## src/hdl/i2cee_pkg.sv

```systemverilog
// Shared types and constants for the I2C EEPROM page master.
package i2cee_pkg;

  typedef enum logic [1:0] {
    OP_TICK  = 2'd0,
    OP_LOAD  = 2'd1,
    OP_WRITE = 2'd2,
    OP_READ  = 2'd3
  } i2cee_op_e;

  typedef enum logic [1:0] {
    ST_OK      = 2'd0,
    ST_BAD_ARG = 2'd1,
    ST_NO_ACK  = 2'd2
  } i2cee_status_e;

  typedef enum logic [6:0] {
    PH_IDLE  = 7'b0000001,
    PH_START = 7'b0000010,
    PH_SEND  = 7'b0000100,
    PH_ACK   = 7'b0001000,
    PH_RECV  = 7'b0010000,
    PH_MACK  = 7'b0100000,
    PH_STOP  = 7'b1000000
  } i2cee_phase_e;

  typedef enum logic [3:0] {
    STG_DEVW = 4'b0001,
    STG_ADDR = 4'b0010,
    STG_DATA = 4'b0100,
    STG_DEVR = 4'b1000
  } i2cee_stage_e;

  localparam int unsigned CfgIndexW = 2;
  localparam logic [CfgIndexW-1:0] CFG_ACK_POLL_LIMIT = 2'd0;
  localparam logic [CfgIndexW-1:0] CFG_DEVICE_ADDRESS = 2'd1;

  localparam logic [7:0] ACK_POLL_RESET = 8'd10;
  localparam logic [6:0] DEV_ADDR_RESET = 7'd80;
  localparam logic [7:0] MSB_MASK       = 8'h80;

  typedef struct packed {
    i2cee_op_e  operation;
    logic       sda_sample;
    logic [7:0] word_address;
    logic [7:0] length;
    logic [7:0] write_data;
  } i2cee_in_t;

  typedef struct packed {
    logic          scl;
    logic          sda_release;
    logic          busy_res;
    logic          done_res;
    i2cee_status_e status;
    logic [7:0]    read_data;
    logic          read_valid;
    logic          read_last;
  } i2cee_out_t;

  typedef struct packed {
    logic load;
    logic clear;
  } i2cee_buf_req_t;

endpackage

```

## src/hdl/i2cee_page_buf.sv

```systemverilog
// Page buffer memory with fill count and registered read port.
module i2cee_page_buf import i2cee_pkg::*; #(
  parameter int unsigned PAGE_BYTES = 16,
  localparam int unsigned IdxW = $clog2(PAGE_BYTES),
  localparam int unsigned CntW = $clog2(PAGE_BYTES + 1)
) (
  input  logic           clk_i,
  input  logic           rst_ni,
  input  i2cee_buf_req_t req_i,
  input  logic [7:0]     wdata_i,
  input  logic [IdxW-1:0] rd_idx_i,
  output logic [7:0]     rd_data_o,
  output logic [CntW-1:0] load_count_o
);

  logic [7:0]      mem [PAGE_BYTES];
  logic [CntW-1:0] load_count_q, load_count_d;
  logic [7:0]      rd_data_q;

  always_comb begin
    load_count_d = load_count_q;
    if (req_i.clear) begin
      load_count_d = '0;
    end else if (req_i.load) begin
      load_count_d = load_count_q + CntW'(1);
    end
  end

  always_ff @(posedge clk_i or negedge rst_ni) begin
    if (!rst_ni) begin
      load_count_q <= '0;
    end else begin
      load_count_q <= load_count_d;
    end
  end

  // Write at the fill position; read every cycle
  always_ff @(posedge clk_i) begin
    if (req_i.load && !req_i.clear) begin
      mem[load_count_q[IdxW-1:0]] <= wdata_i;
    end
    rd_data_q <= mem[rd_idx_i];
  end

  assign rd_data_o    = rd_data_q;
  assign load_count_o = load_count_q;

  a_count_bound: assert property (@(posedge clk_i) disable iff (!rst_ni)
    load_count_q <= CntW'(PAGE_BYTES))
    else $error("page buffer fill count beyond page size");

  a_no_load_full: assert property (@(posedge clk_i) disable iff (!rst_ni)
    (load_count_q == CntW'(PAGE_BYTES)) |-> !req_i.load)
    else $error("load into a full page buffer");

  a_clear_effect: assert property (@(posedge clk_i) disable iff (!rst_ni)
    req_i.clear |=> (load_count_q == '0))
    else $error("page buffer not emptied after clear");

endmodule

```

## src/hdl/i2cee_ctrl.sv

```systemverilog
// Bus phase sequencer: next state and result for one transaction.
module i2cee_ctrl import i2cee_pkg::*; #(
  parameter int unsigned PAGE_BYTES = 16,
  localparam int unsigned IdxW = $clog2(PAGE_BYTES),
  localparam int unsigned CntW = $clog2(PAGE_BYTES + 1)
) (
  input  logic            clk_i,
  input  logic            rst_ni,
  input  logic            accept_i,
  input  i2cee_in_t       item_i,
  input  logic [7:0]      poll_limit_i,
  input  logic [6:0]      dev_addr_i,
  input  logic [CntW-1:0] load_count_i,
  input  logic [7:0]      buf_byte_i,
  output i2cee_buf_req_t  buf_req_o,
  output logic [IdxW-1:0] rd_idx_o,
  output i2cee_out_t      res_o
);

  function automatic logic [255:0][7:0] page_ofs_tbl();
    logic [255:0][7:0] t;
    logic [7:0]        o;
    o = '0;
    for (int i = 0; i < 256; i++) begin
      t[i] = o;
      o = (o == 8'(PAGE_BYTES - 1)) ? 8'd0 : o + 8'd1;
    end
    return t;
  endfunction

  localparam logic [255:0][7:0] PageOfs = page_ofs_tbl();
  localparam logic [8:0]        PageW   = 9'(PAGE_BYTES);

  i2cee_phase_e  phase_q, phase_d;
  i2cee_stage_e  stage_q, stage_d;
  logic [1:0]    quarter_q, quarter_d;
  logic [3:0]    bit_q, bit_d;
  logic [7:0]    byte_q, byte_d;
  logic [7:0]    shift_q, shift_d;
  logic [7:0]    ack_q, ack_d;
  logic [7:0]    addr_q, addr_d;
  logic [7:0]    len_q, len_d;
  logic          is_read_q, is_read_d;
  i2cee_status_e final_q, final_d;
  logic          scl_q, scl_d;
  logic          sda_q, sda_d;

  logic       idle;
  logic       last;
  logic [1:0] q;
  logic [3:0] bit_inc;
  logic [7:0] byte_inc;
  logic [7:0] ack_inc;
  logic [8:0] span;
  logic       bad_write;

  assign idle     = (phase_q == PH_IDLE);
  assign q        = quarter_q;
  assign bit_inc  = bit_q + 4'd1;
  assign byte_inc = byte_q + 8'd1;
  assign ack_inc  = ack_q + 8'd1;
  assign last     = ({1'b0, byte_q} + 9'd1) >= {1'b0, len_q};
  assign span     = {1'b0, PageOfs[item_i.word_address]} + {1'b0, item_i.length};
  assign bad_write = (item_i.length == 8'd0) || ({1'b0, item_i.length} > PageW) ||
                     (item_i.length > 8'(load_count_i)) || (span > PageW);

  // Prefetch the next buffer byte; stable for a whole byte on the bus
  always_comb begin
    rd_idx_o = '0;
    if (stage_q != STG_ADDR && {1'b0, byte_inc} < PageW) begin
      rd_idx_o = byte_inc[IdxW-1:0];
    end
  end

  always_comb begin
    phase_d   = phase_q;
    stage_d   = stage_q;
    quarter_d = quarter_q;
    bit_d     = bit_q;
    byte_d    = byte_q;
    shift_d   = shift_q;
    ack_d     = ack_q;
    addr_d    = addr_q;
    len_d     = len_q;
    is_read_d = is_read_q;
    final_d   = final_q;
    scl_d     = scl_q;
    sda_d     = sda_q;
    buf_req_o = '0;
    res_o     = '0;

    if (accept_i) begin
      case (item_i.operation)
        OP_TICK: begin
          if (!idle) begin
            quarter_d = q + 2'd1;
            case (phase_q)
              PH_START: begin
                scl_d = (q == 2'd1) || (q == 2'd2);
                sda_d = !q[1];
                if (q == 2'd3) begin
                  phase_d = PH_SEND;
                  shift_d = {dev_addr_i, stage_q == STG_DEVR};
                  bit_d   = '0;
                end
              end
              PH_SEND: begin
                scl_d = (q == 2'd1) || (q == 2'd2);
                sda_d = |(shift_q & MSB_MASK);
                if (q == 2'd3) begin
                  shift_d = {shift_q[6:0], 1'b0};
                  bit_d   = bit_inc;
                  if (bit_inc >= 4'd8) begin
                    phase_d = PH_ACK;
                    ack_d   = '0;
                  end
                end
              end
              PH_ACK: begin
                if (!q[1]) begin
                  scl_d = q[0];
                  sda_d = 1'b1;
                end else if (q == 2'd2) begin
                  scl_d = 1'b1;
                  sda_d = 1'b1;
                  if (item_i.sda_sample) begin
                    ack_d = ack_inc;
                    if (ack_inc >= poll_limit_i) begin
                      phase_d   = PH_STOP;
                      final_d   = ST_NO_ACK;
                      quarter_d = '0;
                    end else begin
                      quarter_d = 2'd2;
                    end
                  end
                end else begin
                  scl_d = 1'b0;
                  sda_d = 1'b0;
                  case (stage_q)
                    STG_DEVW: begin
                      stage_d = STG_ADDR;
                      phase_d = PH_SEND;
                      shift_d = addr_q;
                      bit_d   = '0;
                    end
                    STG_ADDR: begin
                      if (is_read_q) begin
                        stage_d = STG_DEVR;
                        phase_d = PH_START;
                      end else begin
                        stage_d = STG_DATA;
                        byte_d  = '0;
                        phase_d = PH_SEND;
                        shift_d = buf_byte_i;
                        bit_d   = '0;
                      end
                    end
                    STG_DATA: begin
                      byte_d = byte_inc;
                      if (byte_inc >= len_q) begin
                        phase_d   = PH_STOP;
                        final_d   = ST_OK;
                        quarter_d = '0;
                      end else begin
                        phase_d = PH_SEND;
                        shift_d = buf_byte_i;
                        bit_d   = '0;
                      end
                    end
                    default: begin
                      phase_d = PH_RECV;
                      byte_d  = '0;
                      bit_d   = '0;
                      shift_d = '0;
                    end
                  endcase
                end
              end
              PH_RECV: begin
                scl_d = (q == 2'd1) || (q == 2'd2);
                sda_d = 1'b1;
                if (q == 2'd2) begin
                  shift_d = {shift_q[6:0], item_i.sda_sample};
                end
                if (q == 2'd3) begin
                  bit_d = bit_inc;
                  if (bit_inc >= 4'd8) begin
                    res_o.read_data  = shift_q;
                    res_o.read_valid = 1'b1;
                    res_o.read_last  = last;
                    phase_d          = PH_MACK;
                  end
                end
              end
              PH_MACK: begin
                scl_d = (q == 2'd1) || (q == 2'd2);
                sda_d = (q == 2'd3) || last;
                if (q == 2'd3) begin
                  byte_d = byte_inc;
                  if (last) begin
                    phase_d   = PH_STOP;
                    final_d   = ST_OK;
                    quarter_d = '0;
                  end else begin
                    phase_d = PH_RECV;
                    bit_d   = '0;
                    shift_d = '0;
                  end
                end
              end
              PH_STOP: begin
                scl_d = (q != 2'd0);
                sda_d = q[1];
                if (q == 2'd3) begin
                  res_o.done_res = 1'b1;
                  res_o.status   = final_q;
                  phase_d        = PH_IDLE;
                end
              end
              default: begin
                phase_d   = PH_IDLE;
                quarter_d = '0;
                scl_d     = 1'b1;
                sda_d     = 1'b1;
              end
            endcase
          end
        end
        OP_LOAD: begin
          if (idle && ({1'b0, 8'(load_count_i)} < PageW)) begin
            buf_req_o.load = 1'b1;
          end
        end
        OP_WRITE: begin
          if (idle) begin
            if (bad_write) begin
              res_o.done_res = 1'b1;
              res_o.status   = ST_BAD_ARG;
            end else begin
              buf_req_o.clear = 1'b1;
              addr_d    = item_i.word_address;
              len_d     = item_i.length;
              is_read_d = 1'b0;
              stage_d   = STG_DEVW;
              phase_d   = PH_START;
              quarter_d = '0;
            end
          end
        end
        OP_READ: begin
          if (idle) begin
            if (item_i.length == 8'd0) begin
              res_o.done_res = 1'b1;
              res_o.status   = ST_BAD_ARG;
            end else begin
              addr_d    = item_i.word_address;
              len_d     = item_i.length;
              is_read_d = 1'b1;
              stage_d   = STG_DEVW;
              phase_d   = PH_START;
              quarter_d = '0;
            end
          end
        end
        default: ;
      endcase
    end

    res_o.scl         = scl_d;
    res_o.sda_release = sda_d;
    res_o.busy_res    = (phase_d != PH_IDLE);
  end

  always_ff @(posedge clk_i or negedge rst_ni) begin
    if (!rst_ni) begin
      phase_q   <= PH_IDLE;
      stage_q   <= STG_DEVW;
      quarter_q <= '0;
      bit_q     <= '0;
      byte_q    <= '0;
      shift_q   <= '0;
      ack_q     <= '0;
      addr_q    <= '0;
      len_q     <= '0;
      is_read_q <= 1'b0;
      final_q   <= ST_OK;
      scl_q     <= 1'b1;
      sda_q     <= 1'b1;
    end else begin
      phase_q   <= phase_d;
      stage_q   <= stage_d;
      quarter_q <= quarter_d;
      bit_q     <= bit_d;
      byte_q    <= byte_d;
      shift_q   <= shift_d;
      ack_q     <= ack_d;
      addr_q    <= addr_d;
      len_q     <= len_d;
      is_read_q <= is_read_d;
      final_q   <= final_d;
      scl_q     <= scl_d;
      sda_q     <= sda_d;
    end
  end

  a_rx_from_recv: assert property (@(posedge clk_i) disable iff (!rst_ni)
    res_o.read_valid |-> (phase_q == PH_RECV) && is_read_q)
    else $error("received byte reported outside a receive phase");

  a_done_not_busy: assert property (@(posedge clk_i) disable iff (!rst_ni)
    res_o.done_res |-> !res_o.busy_res)
    else $error("done reported while still busy");

  a_ack_poll: assert property (@(posedge clk_i) disable iff (!rst_ni)
    (accept_i && item_i.operation == OP_TICK && phase_q == PH_ACK &&
     quarter_q == 2'd2 && item_i.sda_sample)
    |=> (phase_q == PH_STOP) || (phase_q == PH_ACK && quarter_q == 2'd2))
    else $error("missing acknowledge neither held nor timed out");

  a_bit_bound: assert property (@(posedge clk_i) disable iff (!rst_ni)
    bit_q <= 4'd8)
    else $error("bit counter overran a byte");

endmodule

```

## src/hdl/i2c_eeprom_page_master.sv

```systemverilog
// Top level of the I2C EEPROM page master: config registers and result register.
//
// Usage: every transaction on the input channel carries one operation. A tick
// advances the bus by one quarter-bit phase and supplies the sampled SDA level;
// a load appends write_data to the page buffer; a page write or block read
// command starts a bus sequence at word_address for length bytes. Each input
// transaction yields exactly one result transaction with the SCL and SDA line
// levels after that item, busy and done flags, a status code and, during reads,
// a received byte with its valid and last flags.
// The result is registered and appears in the cycle after the input is accepted.
// Throughput: one item per cycle while results are taken; the whole per-item
// step is a single pass of the phase sequencer between the accept edge and the
// result register. Stall: while a result waits and the receiver holds ready
// low, the input channel stops taking items; when the result is taken the next
// item may be accepted in the same cycle.
// Reset: the sequencer returns to idle with both lines released, the page
// buffer is emptied, and ack_poll_limit and device_address take 10 and 80.
// Configuration writes are registered and take effect in the cycle after their
// transaction, and should only be issued while the block is idle.
module i2c_eeprom_page_master import i2cee_pkg::*; #(
  parameter int unsigned PAGE_BYTES = 16
) (
  input  logic                 clk_i,
  input  logic                 rst_ni,
  input  logic                 in_valid_i,
  output logic                 in_ready_o,
  input  i2cee_in_t            in_data_i,
  output logic                 out_valid_o,
  input  logic                 out_ready_i,
  output i2cee_out_t           out_data_o,
  input  logic                 cfg_valid_i,
  output logic                 cfg_ready_o,
  input  logic [CfgIndexW-1:0] cfg_index_i,
  input  logic [7:0]           cfg_data_i
);

  localparam int unsigned IdxW = $clog2(PAGE_BYTES);
  localparam int unsigned CntW = $clog2(PAGE_BYTES + 1);

  logic           in_fire;
  logic           out_valid_q, out_valid_d;
  i2cee_out_t     out_q;
  i2cee_out_t     res;
  logic [7:0]     poll_limit_q, poll_limit_d;
  logic [6:0]     dev_addr_q, dev_addr_d;
  i2cee_buf_req_t buf_req;
  logic [IdxW-1:0] rd_idx;
  logic [7:0]     buf_byte;
  logic [CntW-1:0] load_count;

  // Take a new item whenever the result register is empty or being drained
  assign in_ready_o  = !out_valid_q || out_ready_i;
  assign in_fire     = in_valid_i && in_ready_o;
  assign cfg_ready_o = 1'b1;

  i2cee_page_buf #(
    .PAGE_BYTES(PAGE_BYTES)
  ) u_page_buf (
    .clk_i       (clk_i),
    .rst_ni      (rst_ni),
    .req_i       (buf_req),
    .wdata_i     (in_data_i.write_data),
    .rd_idx_i    (rd_idx),
    .rd_data_o   (buf_byte),
    .load_count_o(load_count)
  );

  i2cee_ctrl #(
    .PAGE_BYTES(PAGE_BYTES)
  ) u_ctrl (
    .clk_i       (clk_i),
    .rst_ni      (rst_ni),
    .accept_i    (in_fire),
    .item_i      (in_data_i),
    .poll_limit_i(poll_limit_q),
    .dev_addr_i  (dev_addr_q),
    .load_count_i(load_count),
    .buf_byte_i  (buf_byte),
    .buf_req_o   (buf_req),
    .rd_idx_o    (rd_idx),
    .res_o       (res)
  );

  // Config writes; drop unknown indexes
  always_comb begin
    poll_limit_d = poll_limit_q;
    dev_addr_d   = dev_addr_q;
    if (cfg_valid_i) begin
      if (cfg_index_i == CFG_ACK_POLL_LIMIT) begin
        poll_limit_d = cfg_data_i;
      end else if (cfg_index_i == CFG_DEVICE_ADDRESS) begin
        dev_addr_d = cfg_data_i[6:0];
      end
    end
  end

  always_comb begin
    out_valid_d = out_valid_q;
    if (in_fire) begin
      out_valid_d = 1'b1;
    end else if (out_ready_i) begin
      out_valid_d = 1'b0;
    end
  end

  always_ff @(posedge clk_i or negedge rst_ni) begin
    if (!rst_ni) begin
      poll_limit_q <= ACK_POLL_RESET;
      dev_addr_q   <= DEV_ADDR_RESET;
      out_valid_q  <= 1'b0;
    end else begin
      poll_limit_q <= poll_limit_d;
      dev_addr_q   <= dev_addr_d;
      out_valid_q  <= out_valid_d;
    end
  end

  // Hold the result until it is taken
  always_ff @(posedge clk_i) begin
    if (in_fire) begin
      out_q <= res;
    end
  end

  assign out_valid_o = out_valid_q;
  assign out_data_o  = out_q;

  a_result_follows: assert property (@(posedge clk_i) disable iff (!rst_ni)
    in_fire |=> out_valid_q)
    else $error("accepted item produced no result");

  a_no_overwrite: assert property (@(posedge clk_i) disable iff (!rst_ni)
    (out_valid_q && !out_ready_i) |-> !in_fire)
    else $error("pending result overwritten");

  a_flags_clean: assert property (@(posedge clk_i) disable iff (!rst_ni)
    out_valid_q |-> (out_q.done_res || out_q.status == ST_OK) &&
                    (out_q.read_valid || !out_q.read_last))
    else $error("status or last flag set without its qualifier");

endmodule

```

## config.mk

```make
export PLATFORM = sky130hd
export DESIGN_NAME = i2c_eeprom_page_master
export DESIGN_NICKNAME = d
export VERILOG_FILES = /design/src/hdl/i2cee_pkg.sv /design/src/hdl/i2cee_page_buf.sv /design/src/hdl/i2cee_ctrl.sv /design/src/hdl/i2c_eeprom_page_master.sv
export SDC_FILE = /design/constraint.sdc
export NUM_CORES = 1
export LEC_CHECK = 0
export ABC_AREA = 1
export BUFFER_PORTS_ARGS = -buffer_cell sky130_fd_sc_hd__buf_2
export CORE_MARGIN = 2
export CORE_UTILIZATION = 40
export DETAILED_ROUTE_END_ITERATION = 8
export PLACE_DENSITY_LB_ADDON = 0.3
export SLEW_MARGIN = 10
export SYNTH_ARGS = -nofsm -noshare
export SYNTH_HDL_FRONTEND = slang
export SYNTH_SLANG_ARGS = --single-unit
```

## constraint.sdc

```tcl
create_clock -name clk_i -period 7.32 [get_ports clk_i]
set_input_delay 1.464 -clock clk_i [delete_from_list [all_inputs] [get_ports clk_i]]
set_output_delay 1.464 -clock clk_i [all_outputs]
set_load 0.01 [all_outputs]
```

# --- Word level (Yosys, flattened, before mapping) ---
# Memory sizes are Yosys's and may differ from the RTL's. A register that Yosys moved wholly into a read port is not among the register bits.
# Cells that the tools add are included.
word_totals:
  ff_bits: 99
  ramBits: 128
  romBits: 2048
  out_inout_bits: 19
  n_memories: 2
op_classes:
  add_sub_neg: 7
  n_lt_le_gt_ge: 10
  eq_ne: 48
  muxes: 142
  bitwise: 6
  reduce_logical: 40
memory_table:
  columns: ["name", "depth", "width", "rd", "rd_clocked_by_memory_dff", "write_ports", "line_no", "rtl"]
  rows:
  - ["(name not given)", 256, 8, 1, 0, 0, "i2cee_ctrl.sv:63", "assign span = {1'b0, PageOfs[item_i.word_address]} + {1'b0, item_i.length};"]
  - ["u_page_buf.mem", 16, 8, 1, 1, 1, "i2cee_page_buf.sv:16", "logic [7:0] mem [PAGE_BYTES];"]
ops:
  columns: ["op", "n"]
  rows:
  - ["8-bit 2-to-1 mux", 27]
  - ["7-bit 2-to-1 mux", 19]
  - ["4-bit 2-to-1 mux", 18]
  - ["8-bit one-hot mux with 2 select lines", 4]
  - ["8-bit one-hot mux with 3 select lines", 2]
  - ["2-bit 2-to-1 mux", 22]
  - ["7-bit one-hot mux with 3 select lines", 2]
  - ["7-bit one-hot mux with 6 select lines", 1]
  - ["8-bit one-hot mux with 5 select lines", 1]
  - ["10-bit 2-to-1 mux", 3]
  - ["2-bit by 1-bit != test with 1-bit output (second input constant)", 12]
  - ["1-bit 2-to-1 mux", 22]
  - ["11-bit AND reduction", 2]
  - ["3-bit 2-to-1 mux", 7]
  - ["2-bit != test (second input constant)", 9]
  - ["9-bit AND reduction", 2]
  - ["8-bit by 1-bit adder with 8-bit output (second input constant)", 2]
  - ["8-bit >= comparator", 2]
  - ["4-bit one-hot mux with 2 select lines", 2]
  - ["4-bit one-hot mux with 4 select lines", 1]
  - ["13-bit 2-to-1 mux", 1]
  - ["13-bit AND reduction", 1]
  - ["3-bit != test (second input constant)", 4]
  - ["2-bit one-hot mux with 3 select lines", 2]
  - ["other kinds (55)", 85]

# --- Logic depth before layout (Yosys ltp) ---
# Gate-level depths: netlist of the first run.
depth:
  ltp_word: 13
  mapped_depth: 23
  mapped_depth_nobuf: 23

# --- By module ---
# Synthesis of the first run repeated with hierarchy kept, for this count alone.
unflattened:
  cells_unflattened: 1390
  hier_area_um2: 12174.2
by_module_without_submodules:
  columns: ["mod", "instances", "cells_per_inst", "area_each_um2", "seq_area_each_um2"]
  rows:
  - ["i2cee_page_buf", 1, 578, 6020.8, 4129.0]
  - ["i2cee_ctrl", 1, 721, 4951.0, 1531.5]
  - ["i2c_eeprom_page_master", 1, 91, 1202.4, 885.8]

# --- Least setup slack after synthesis of the first run ---
# OpenSTA, ideal clock, no wires.
synth_path:
  path_type: "input to register"
  startpoint: "input in_data_i[8] (netlist bit)"
  endpoint: "register u_ctrl.stage_q[1]"
  setup_ns: 0.126
  arrival_time_ns: 3.395
  t_required_ns: 7.194
  setup_slack_ns: 3.799
  cell_stages: 16
  n_path_buf: 0
  path_cell_list: "ha_1 > inv_1 > fa_1 > nand2_1 > o21ai_0 > nand4_1 > nor2_1 > nand3_1 > nand2_1 > nand2_1 > nor2_1 > nand3_1 > nand2_1 > nand2_1 > nand2_1 > o21ai_0"
synth_between:
  elab_chain_cells: 6
synth_rtl:
  columns: ["element", "line_no", "rtl"]
  rows:
  - ["start, declared", "i2c_eeprom_page_master.sv:27", "input i2cee_in_t in_data_i,"]
  - ["parallel branches: the longest is 5 deep, another holds 8-bit by 8-bit adder with 9-bit output", null, null]
  - ["11-bit AND reduction (no line) (*)", null, null]
  - ["end signal, assigned", "i2cee_ctrl.sv:291", "stage_q <= stage_d;"]
  - ["end, declared", "i2cee_ctrl.sv:35", "i2cee_stage_e stage_q, stage_d;"]
# Every way passes the cells marked *.
# A chain may end at the register's enable or synchronous reset.

# --- Worst setup path after layout of the first run ---
layout_path:
  startpoint: "input out_ready_i"
  endpoint: "memory u_page_buf.mem[0][6], enable pin"
layout_between:
  elab_chain_cells: 7
layout_rtl:
  columns: ["element", "line_no", "rtl"]
  rows:
  - ["start, declared", "i2c_eeprom_page_master.sv:29", "input logic out_ready_i,"]
  - ["1-bit logical OR (*)", "i2c_eeprom_page_master.sv:52", "assign in_ready_o = !out_valid_q || out_ready_i;"]
  - ["1-bit logical AND (*)", "i2c_eeprom_page_master.sv:53", "assign in_fire = in_valid_i && in_ready_o;"]
  - ["2-bit 2-to-1 mux (*)", "i2cee_ctrl.sv:92", "if (accept_i) begin"]
  - ["1-bit zero test", "i2cee_page_buf.sv:39", "if (req_i.load && !req_i.clear) begin"]
  - ["1-bit logical AND (*)", "i2cee_page_buf.sv:39", null]
  - ["1-bit 2-to-1 mux (*)", "i2cee_page_buf.sv:39", null]
  - ["1-bit 2-to-1 mux (not written as such) (*)", "i2cee_page_buf.sv:40", "mem[load_count_q[IdxW-1:0]] <= wdata_i;"]
  - ["end, declared", "i2cee_page_buf.sv:16", null]
# Mark *: on every way between the ends. The rest lies on a longest branch, timed or not.

==> results of run 1 <==
==> routing by layer <==
metal	track usage, %	up-vias
met5	0	-
met4	5.71	0
met2	31.7	233
met3	2.49	49
li1	-	4249
met1	23.3	4120
==> registers in the layout, summed over array words and instances (netlist names) <==
signal                   count
u_ctrl.stage_q               4
u_ctrl.ack_q                 8
u_ctrl.phase_q               7
out_data_o                  16
u_ctrl.bit_q                 4
u_ctrl.len_q                 8
u_ctrl.sda_q                 1
u_ctrl.scl_q                 1
u_ctrl.byte_q                8
u_page_buf.load_count_o      5
u_ctrl.addr_q                8
u_ctrl.q                     2
poll_limit_q                 8
u_ctrl.final_q               1
out_valid_o                  1
dev_addr_q                   7
u_ctrl.is_read_q             1
u_page_buf.mem             128
u_page_buf.rd_data_o         8
u_ctrl.shift_q               8
==> power by group through the flow <==
stage                     clock, uW  sequential, uW  combinational [uW]
after CTS                      1210            1620                 669
after floorplan                   0            1620                 466
final                          1190            1620                 664
after detailed placement          0            1640                 666
after global placement            0            1640                 651
after global routing           1260            1640                 761
==> per-stage QoR <==
stage | hold WS (ns) | total power [uW] | utilization, % | std cells
floorplan | 0.444 | 2090 | - | 1240
global placement | 0.464 | 2290 | 42.6 | 1655
detailed placement | 0.470 | 2310 | 42.6 | 1655
CTS | 0.480 | 3500 | 45.3 | 1701
global route | 0.511 | 3660 | 45.3 | 1701
finish | 0.484 | 3470 | 45.3 | 1701
==> layout make-up <==
type                            instances  share of cell area, %
Clock buffer                           40                   5.59
Clock inverter                          6                  0.339
Inverter                              197                   5.72
Multi-Input combinational cell        778                   31.6
Sequential cell                       234                   50.6
Tap cell                              384                   3.71
Timing Repair Buffer                   62                   2.48
==> worst max-delay path by stage <==
stage,start,end,slack (ns)
finish,out_ready_i,u_page_buf.mem[0][6]$_DFFE_PP_,3.63
CTS,out_ready_i,u_page_buf.mem[0][6]$_DFFE_PP_,3.68
detailed placement,out_ready_i,u_page_buf.mem[0][3]$_DFFE_PP_,3.11
floorplan,in_data_i[8],u_ctrl.stage_q[1]$_DFFE_PN0P_,3.80
global route,u_ctrl.byte_q[0]$_DFFE_PN0P_,u_ctrl.shift_q[3]$_DFFE_PN0P_,3.42
global placement,out_ready_i,u_page_buf.mem[15][2]$_DFFE_PP_,3.19
==> logic make-up (layout without fill, tap and decap cells) <==
| kind of cell | Yosys count | after routing | share of synthesized area (%) |
|---|---|---|---|
| AOI/OAI and AO/OA | 215 | 215 | 11.1 |
| adders and majority gates | 36 | 36 | 3.97 |
| other | 1 | 1 | 0.0325 |
| DFF | 234 | 234 | 56.7 |
| and+or+nand+nor | 517 | 517 | 19.4 |
| xor gates and xnor gates | 9 | 9 | 0.845 |
| buffers and inverters | 228 | 305 | 7.96 |
==> cells in the final DEF (no fill, tap or decap), drive strengths merged, types with 40 or more instances in the layout <==
cell type | Yosys | layout
nor2 | 144 | 144
clkbuf | 11 | 40
o211ai | 49 | 49
inv | 196 | 197
nand3 | 74 | 74
o21ai | 114 | 114
buf | 20 | 62
edfxtp | 144 | 144
dfrtp | 74 | 74
nand2 | 260 | 260
==> worst max-delay path, stage by stage <==
cell,delay (ns)
buf_2,0.08
inv_1,0.03
nand2_1,0.08
nand2_1,0.24
nor4_2,0.93
nand2_1,0.41
nor2_1,0.63
==> results.cfg, run 1 <==
[run_status]
status = completed

[placed_design]
dp_slack_ns = 3.11
placed_area_um2 = 12200
hpwl_um = 19700
place.gp.congestion = 0.926
io_buffers = 59

[cts]
cts_sinks = 234
cts.path.max_buffers = 3
postCtsHoldBufs = 0
clk_pin_slew_ns = 0.06
clk_latency_ns = 0.54
cts-root-buf = clkbuf_16
cts_inserted_buffers = 25
post_cts_resized = 0
cts_tree = built
cts_htree_levels = 1
postCtsSetupBuffers = 0

[critical_path]
cp.arrival_ns = 3.87
r2r_start = u_ctrl.byte_q[0]$_DFFE_PN0P_
rrSetupSlack_ns = 3.78
path_max_fanout = 9
required_ns = 7.49
r2r-end = u_ctrl.shift_q[3]$_DFFE_PN0P_
criticalPathCategory = in2reg
cp-end-kind = register
reg2reg_depth = 18
startpoint_type = primary input

[power_and_ir_drop]
p_int_uw = 2430
switching_share_pct = 30.1
pwr-share-seq_pct = 46.7
combPwrFrac_pct = 19.1
p_clk_share_pct = 34.2
p_leak_uw = 0.00571
p_switching_uw = 1050
peakVddDrop_mv = 0.160
power_density_nw_per_um2 = 268

[detailed_routing]
drt_iter0_markers = 712
m1WireLength_um = 11800
ant_nets = 0
vias = 8651
first_pass_iters = 5
wl_per_cell_um = 16.2
dr_wl_met2_um = 13800
met3WireLength_um = 1290
vias_per_cell = 5.09
top_layer_used = met4
drc = 0
finalWirelength_um = 27600

[yosys]
synth_nets = 1318
avgSynthCellArea_um2 = 9.31
synth.cell_area_um2 = 11500
post-synth-top-count-cell = nand2_1
synthArstFlopShare_pct = 35.0
yosys-top-cells-count = 256 x nand2_1, 195 x inv_1, 144 x edfxtp_1, 139 x nor2_1, 105 x o21ai_0
synth_edf_count = 144
synthFlopType = edfxtp_1
synth_area_leaders = edfxtp_1 37%, dfrtp_1 16%, nand2_1 8.3%
ys_seq_elements = 234
ys_seq_area_share_pct = 56.7
synth_cell_types = 50
synth_top_area_share_pct = 37.4
syn_inst = 1240
synth_top_area_cell = edfxtp_1
ys_warn_count = 0

[cells_and_area]
multiInputGateArea_um2 = 4080
nNetsFinal = 1376
final_layout_size_suffix_gt1_share_pct = 9.34
filler_cell_count = 2781
n_antenna_cell = 0
stdcell_area_um2 = 12900
seq_area_um2 = 6550
syn_to_final_growth_pct = 12.0

[timing]
worst_pin_slew_ns = 1.00
worst_slack_ns = 3.63
min_period_ns = 3.69
fin_tns_setup_ns = 0
setup_viol = 0
rsz0062_at_grt = false
slew_violations = 0
slew_headroom_pct = 32.7
max_freq_mhz = 271
hold_viol = 0
min_period_over_period_pct = 50.5
fin_worst_skew_ns = 0.0115

[die]
die_area_um2 = 30200
coreArea_um2 = 28500
rows = 62
start_util_pct = 40.5
pin_count = 61
fp.dieH_um = 174
chipWidth_um = 174

[worst_hold_path]
hp-class = reg2reg
min_from = u_ctrl.stage_q[0]$_DFFE_PN1P_
hold_path_end = u_ctrl.stage_q[0]$_DFFE_PN1P_
whs_path_depth = 2

[global_routing]
grt-ovfl-total = 0
grt_pass1_wl_um = 43300
grt_max_degree = 97
antenna_found_initial = 0
grt_pass1_vias = 8376
grt_use_total_pct = 18.1

[run]
maxCapViolations = 0
Power figures use the tool's default switching activity.
==> run 2, diff against run 1 <==
==> constraint.sdc (replaced) <==
create_clock -name clk_i -period 3.3 [get_ports clk_i]
set_input_delay 0.66 -clock clk_i [delete_from_list [all_inputs] [get_ports clk_i]]
set_output_delay 0.66 -clock clk_i [all_outputs]
set_load 0.01 [all_outputs]
==> run 2 against run 1 <==
Against the previous run: non-clock buffer count is 39 higher; total power grew 120%; wire length up 3.7%; clock-buffer cell count down 6; hold slack got worse by 0.34 ns; die area stayed put; utilization is 1.2 points higher; flip-flop and latch count unchanged; clock power up 120%; via count grew 2.0%; critical endpoint is now u_ctrl.shift_q[3]$_DFFE_PN0P_.
==> results.cfg, run 2 (synthesized netlist as in run 1, its figures left out) <==
[run_status]
status = completed

[timing]
max_freq_mhz = 326
slew_headroom_pct = 56.7
worst_pin_slew_ns = 0.649
fin_worst_skew_ns = 0.0119
hold_viol = 0
min_period_ns = 3.07
setup_viol = 0
worst_slack_ns = 0.229
min_period_over_period_pct = 93.1
slew_violations = 0
fin_tns_setup_ns = 0

[cells_and_area]
nNetsFinal = 1416
largest_register_ffs = 128
final_layout_size_suffix_gt1_share_pct = 12.8
multiInputGateArea_um2 = 4130
final_common_cell = nand2_1
mostFrequentLayoutCells = 254 x nand2_1, 195 x inv_1, 144 x edfxtp_1, 138 x nor2_1, 104 x o21ai_0
syn_to_final_growth_pct = 15.0
finalNonFillerCells = 1740
seq_area_um2 = 6550
n_antenna_cell = 0
filler_cell_count = 2779

[placed_design]
dp_cells = 1694
io_buffers = 59
hpwl_um = 20500
place.gp.congestion = 0.932
dp_slack_ns = 0.0279

[cts]
cts_inserted_buffers = 25
cts_sinks = 234
postCtsSetupBuffers = 0
cts-root-buf = clkbuf_16
clk_pin_slew_ns = 0.06
cts_tree = built
cts.path.max_buffers = 3
clk_latency_ns = 0.54
postCtsHoldBufs = 0
cts_htree_levels = 1

[global_routing]
grt_pass1_wl_um = 45600
grt_max_degree = 50
grt-ovfl-total = 0
grt_pass1_vias = 8636
antenna_found_initial = 0
grt_use_total_pct = 19.0

[critical_path]
path_cells = nand4_2, or2_4, nor2_4, xor2_4, ha_1, nand2_1, nor2_1, and2_1, nor2_2, nand2_1, nand2_1, nand2_1, nand2_1, nand2_2, nor3b_2, nand3_2, o21ai_0, inv_1
timing.critical_path.mode_cell = nand2_1
criticalPathCategory = reg2reg
critPathMaxStageDelay_ns = 0.44
startpoint_type = register
cp-end-kind = register
path_max_fanout = 6
cp.arrival_ns = 3.49
cpMaxStageDelayCell = dfrtp_1
required_ns = 3.72

[die]
coreArea_um2 = 28500
die_area_um2 = 30200
start_util_pct = 40.5
fp.dieH_um = 174
chipWidth_um = 174
pin_count = 61
rows = 62

[detailed_routing]
wl_per_cell_um = 16.5
ant_nets = 0
drt_iter0_markers = 610
vias_per_cell = 5.07
finalWirelength_um = 28700
vias = 8820
drc = 0
first_pass_iters = 5

[power_and_ir_drop]
pwr-share-seq_pct = 46.8
power_uw = 7680
combPwrFrac_pct = 19.9
p_int_uw = 5340
power_density_nw_per_um2 = 579
switching_share_pct = 30.5
p_clk_share_pct = 33.3
peakVddDrop_mv = 0.483
p_switching_uw = 2340
p_leak_uw = 0.00591

[run]
maxCapViolations = 0

[worst_hold_path]
hp-class = in2async
## run 2: changes by cell type in the layout (fill, tap and decap cells not counted), sizes merged
cell / previous run / this run
buf: 62 / 101
clkbuf: 40 / 34
clkinv: 6 / 11
nand3: 74 / 75
## run 2: routing by layer
| metal | track usage, % | part of all wire (%) | vias to the layer above |
|---|---|---|---|
| li1 | - | - | 4346 |
| met1 | 24.5 | 43 | 4207 |
| met2 | 33.3 | 50 | 210 |
| met3 | 2.45 | 4.1 | 57 |
| met4 | 5.60 | 2.9 | 0 |
| met5 | 0 | 0 | - |
## run 2: path summary, 6_finish.rpt
| check | slack (ns) | start | depth (start not counted) | end |
|---|---|---|---|---|
| min in group clk_i | 0.38 | cfg_data_i[4] | 3 | dev_addr_q[4]$_DFFE_PN1P_ |
| max in group asynchronous | 2.39 | rst_ni | 2 | u_ctrl.sda_q$_DFF_PN1_ |
| setup reg to reg | 0.23 | u_ctrl.byte_q[1]$_DFFE_PN0P_ | 18 | u_ctrl.shift_q[3]$_DFFE_PN0P_ |
| setup / recovery | 0.23 | u_ctrl.byte_q[1]$_DFFE_PN0P_ | 18 | u_ctrl.shift_q[3]$_DFFE_PN0P_ |
| hold reg to reg | 0.49 | u_ctrl.addr_q[7]$_DFFE_PN0P_ | 2 | u_ctrl.addr_q[7]$_DFFE_PN0P_ |
| hold / removal | 0.15 | rst_ni | 1 | u_ctrl.ack_q[7]$_DFFE_PN0P_ |
## run 2: what timing repair did
item | CTS | global route
resized for setup | 0 | 13
hold endpoints to repair | 0 | 0
endpoints found under the setup margin | 0 | 11
## run 2: worst max-delay path, delay by kind of cell, from the launching register on
| family | cells | cell delay [ns] |
|---|---|---|
| DFF | 1 | 0.44 |
| AOI/OAI and AO/OA | 1 | 0.18 |
| and+or+nand+nor | 14 | 1.88 |
| buffers and inverters | 1 | 0.05 |
| xor gates and xnor gates | 1 | 0.16 |
| adders and majority gates | 1 | 0.25 |
## run 2: cell type report
| type | count | area share, % |
|---|---|---|
| flip-flops and latches | 234 | 49.3 |
| multi-input cells | 779 | 31.1 |
| inverters | 197 | 5.57 |
| clock buffers | 34 | 5.04 |
| repair buffers | 101 | 4.81 |
| well taps | 384 | 3.62 |
| clock inverters | 11 | 0.500 |
## run 2: power by group through the flow
stage	sequential, uW	combinational [uW]	clock (uW)
final	3600	1530	2560
after global routing	3630	1750	2730
after CTS	3590	1520	2600
after detailed placement	3640	1510	0
after global placement	3640	1470	0
after floorplan	3600	1030	0
## run 2: per-stage QoR
stage | hold slack [ns] | area, um^2 | util (%)
5_1_grt | 0.181 | 13300 | 46.5
6_report | 0.146 | 13300 | 46.5
3_5_place_dp | 0.476 | 12500 | 43.7
2_1_floorplan | 0.364 | 11500 | -
3_3_place_gp | 0.466 | 12500 | 43.7
4_1_cts | 0.154 | 13200 | 46.3
==> run 3, diff against run 2 <==
--- a/config.mk
+++ b/config.mk
@@ -11,6 +11,7 @@
 export CORE_UTILIZATION = 40
 export DETAILED_ROUTE_END_ITERATION = 8
 export PLACE_DENSITY_LB_ADDON = 0.3
+export RECOVER_POWER = 50
 export SLEW_MARGIN = 10
 export SYNTH_ARGS = -nofsm -noshare
 export SYNTH_HDL_FRONTEND = slang
==> run 3 against run 2 <==
Against the previous run: the flow now finishes with violations (capacitance limit, slew limit); hold slack gained 0.23 ns; first-iteration DRC count grew 17%; total power is essentially flat; setup slack gained 0.0053 ns; sequential share of layout area grew 0.10 points; largest cell class unchanged; via count shrank 0.18%; global-route usage is the same.
==> results.cfg, run 3 (synthesized netlist as in run 1, its figures left out) <==
[run_status]
status = finished with violations
violations = capacitance limit, slew limit

[detailed_routing]
finalWirelength_um = 28600
first_pass_iters = 5
vias = 8804
vias_per_cell = 5.06
drc = 0
ant_nets = 0
wl_per_cell_um = 16.4
drt_iter0_markers = 712

[timing]
worst_slack_ns = 0.234
slew_violations = 49
slew_headroom_pct = -79.4
fin_tns_setup_ns = 0
fin_worst_skew_ns = 0.0110
worst_pin_slew_ns = 2.69
setup_viol = 0
hold-worst-slack_ns = 0.380
min_period_ns = 3.07
hold_viol = 0
min_period_over_period_pct = 92.9
max_freq_mhz = 326

[cells_and_area]
finalNonFillerCells = 1740
syn_to_final_growth_pct = 14.7
nNetsFinal = 1416
final_common_cell = nand2_1
largest_register_ffs = 128
mostFrequentLayoutCells = 254 x nand2_1, 195 x inv_1, 144 x edfxtp_1, 138 x nor2_1, 104 x o21ai_0
final_layout_size_suffix_gt1_share_pct = 11.9
filler_cell_count = 2786
seq_area_um2 = 6550
n_antenna_cell = 0
multiInputGateArea_um2 = 4130

[critical_path]
startpoint_type = register
cp.arrival_ns = 3.49
cp-end-kind = register
timing.critical_path.mode_cell = nand2_1
rrSetupSlack_ns = 0.23
path_max_fanout = 6
critPathMaxStageDelay_ns = 0.44
criticalPathCategory = reg2reg
path_cells = nand4_2, or2_4, nor2_4, xor2_4, ha_1, nand2_1, nor2_1, and2_1, nor2_2, nand2_1, nand2_1, nand2_1, nand2_1, nand2_2, nor3b_2, nand3_2, o21ai_0, inv_1
required_ns = 3.72
cpMaxStageDelayCell = dfrtp_1

[placed_design]
place.gp.congestion = 0.932
dp_slack_ns = 0.0279
dp_cells = 1694
hpwl_um = 20500
io_buffers = 59

[die]
coreArea_um2 = 28500
fp.dieH_um = 174
die_area_um2 = 30200
rows = 62
pin_count = 61
start_util_pct = 40.5
chipWidth_um = 174

[global_routing]
antenna_found_initial = 0
grt-ovfl-total = 0
grt_max_degree = 50
grt_use_total_pct = 19.0
grt_pass1_vias = 8636
grt_pass1_wl_um = 45600

[cts]
cts_htree_levels = 1
cts_sinks = 234
cts-root-buf = clkbuf_16
cts_tree = built
clk_pin_slew_ns = 0.06
postCtsSetupBuffers = 0
cts.path.max_buffers = 3
cts_inserted_buffers = 25
clk_latency_ns = 0.54

[power_and_ir_drop]
power_uw = 7680
peakVddDrop_mv = 0.484
p_leak_uw = 0.00587
power_density_nw_per_um2 = 580

[worst_hold_path]
hp-class = in2reg

[run]
maxCapViolations = 1
==> run 3: stage by stage <==
stage / cell area, um^2 / util (%)
finish: 13200 / 46.4
global route: 13200 / 46.4
CTS: 13200 / 46.3
detailed placement: 12500 / 43.7
global placement: 12500 / 43.7
floorplan: 11500 / -
==> run 3: timing repair <==
| action | in CTS | in global routing |
|---|---|---|
| hold buffers | 0 | 0 |
| resized for setup | 0 | 13 |
| endpoints found under the setup margin | 0 | 11 |
==> run 3: worst max-delay path: cells and delay by family (launching register included) <==
family | cells | cell delay (ns)
flip-flops | 1 | 0.44
adder cells (fa/ha/maj) | 1 | 0.25
AND/OR/NAND/NOR | 14 | 1.88
XOR/XNOR | 1 | 0.16
buffers and inverters | 1 | 0.05
AO/OA/AOI/OAI | 1 | 0.18
==> run 3: final timing paths <==
| path | startpoint | to | cells past startpoint |
|---|---|---|---|
| setup / recovery | u_ctrl.byte_q[1]$_DFFE_PN0P_ | u_ctrl.shift_q[3]$_DFFE_PN0P_ | 18 |
| hold / removal | cfg_data_i[4] | dev_addr_q[4]$_DFFE_PN1P_ | 3 |
| setup reg to reg | u_ctrl.byte_q[1]$_DFFE_PN0P_ | u_ctrl.shift_q[3]$_DFFE_PN0P_ | 18 |
| hold reg to reg | u_ctrl.addr_q[7]$_DFFE_PN0P_ | u_ctrl.addr_q[7]$_DFFE_PN0P_ | 2 |
| max in group asynchronous | rst_ni | u_ctrl.byte_q[0]$_DFFE_PN0P_ | 1 |
| min in group asynchronous | rst_ni | u_ctrl.ack_q[7]$_DFFE_PN0P_ | 1 |
==> run 3: area by class of cell <==
cell class	instances	share of cell area, %
tap	384	3.63
sequential	234	49.4
timing repair buffer	101	4.61
clock inverter	11	0.501
multi-input combinational	779	31.2
inverter	197	5.58
clock buffer	34	5.05
==> run 3: where the power goes <==
part	leakage, uW	switching [uW]	internal, uW
Clock	0.000367	1130	1420
Combinational	0.00312	1010	512
Sequential	0.00239	195	3400
==> run 3: layer usage <==
layer  track usage [%]  share of wire [%]
met1              24.5                 43
met2              33.3                 50
met3              2.45                4.7
met4              5.60                2.7
met5                 0                  0
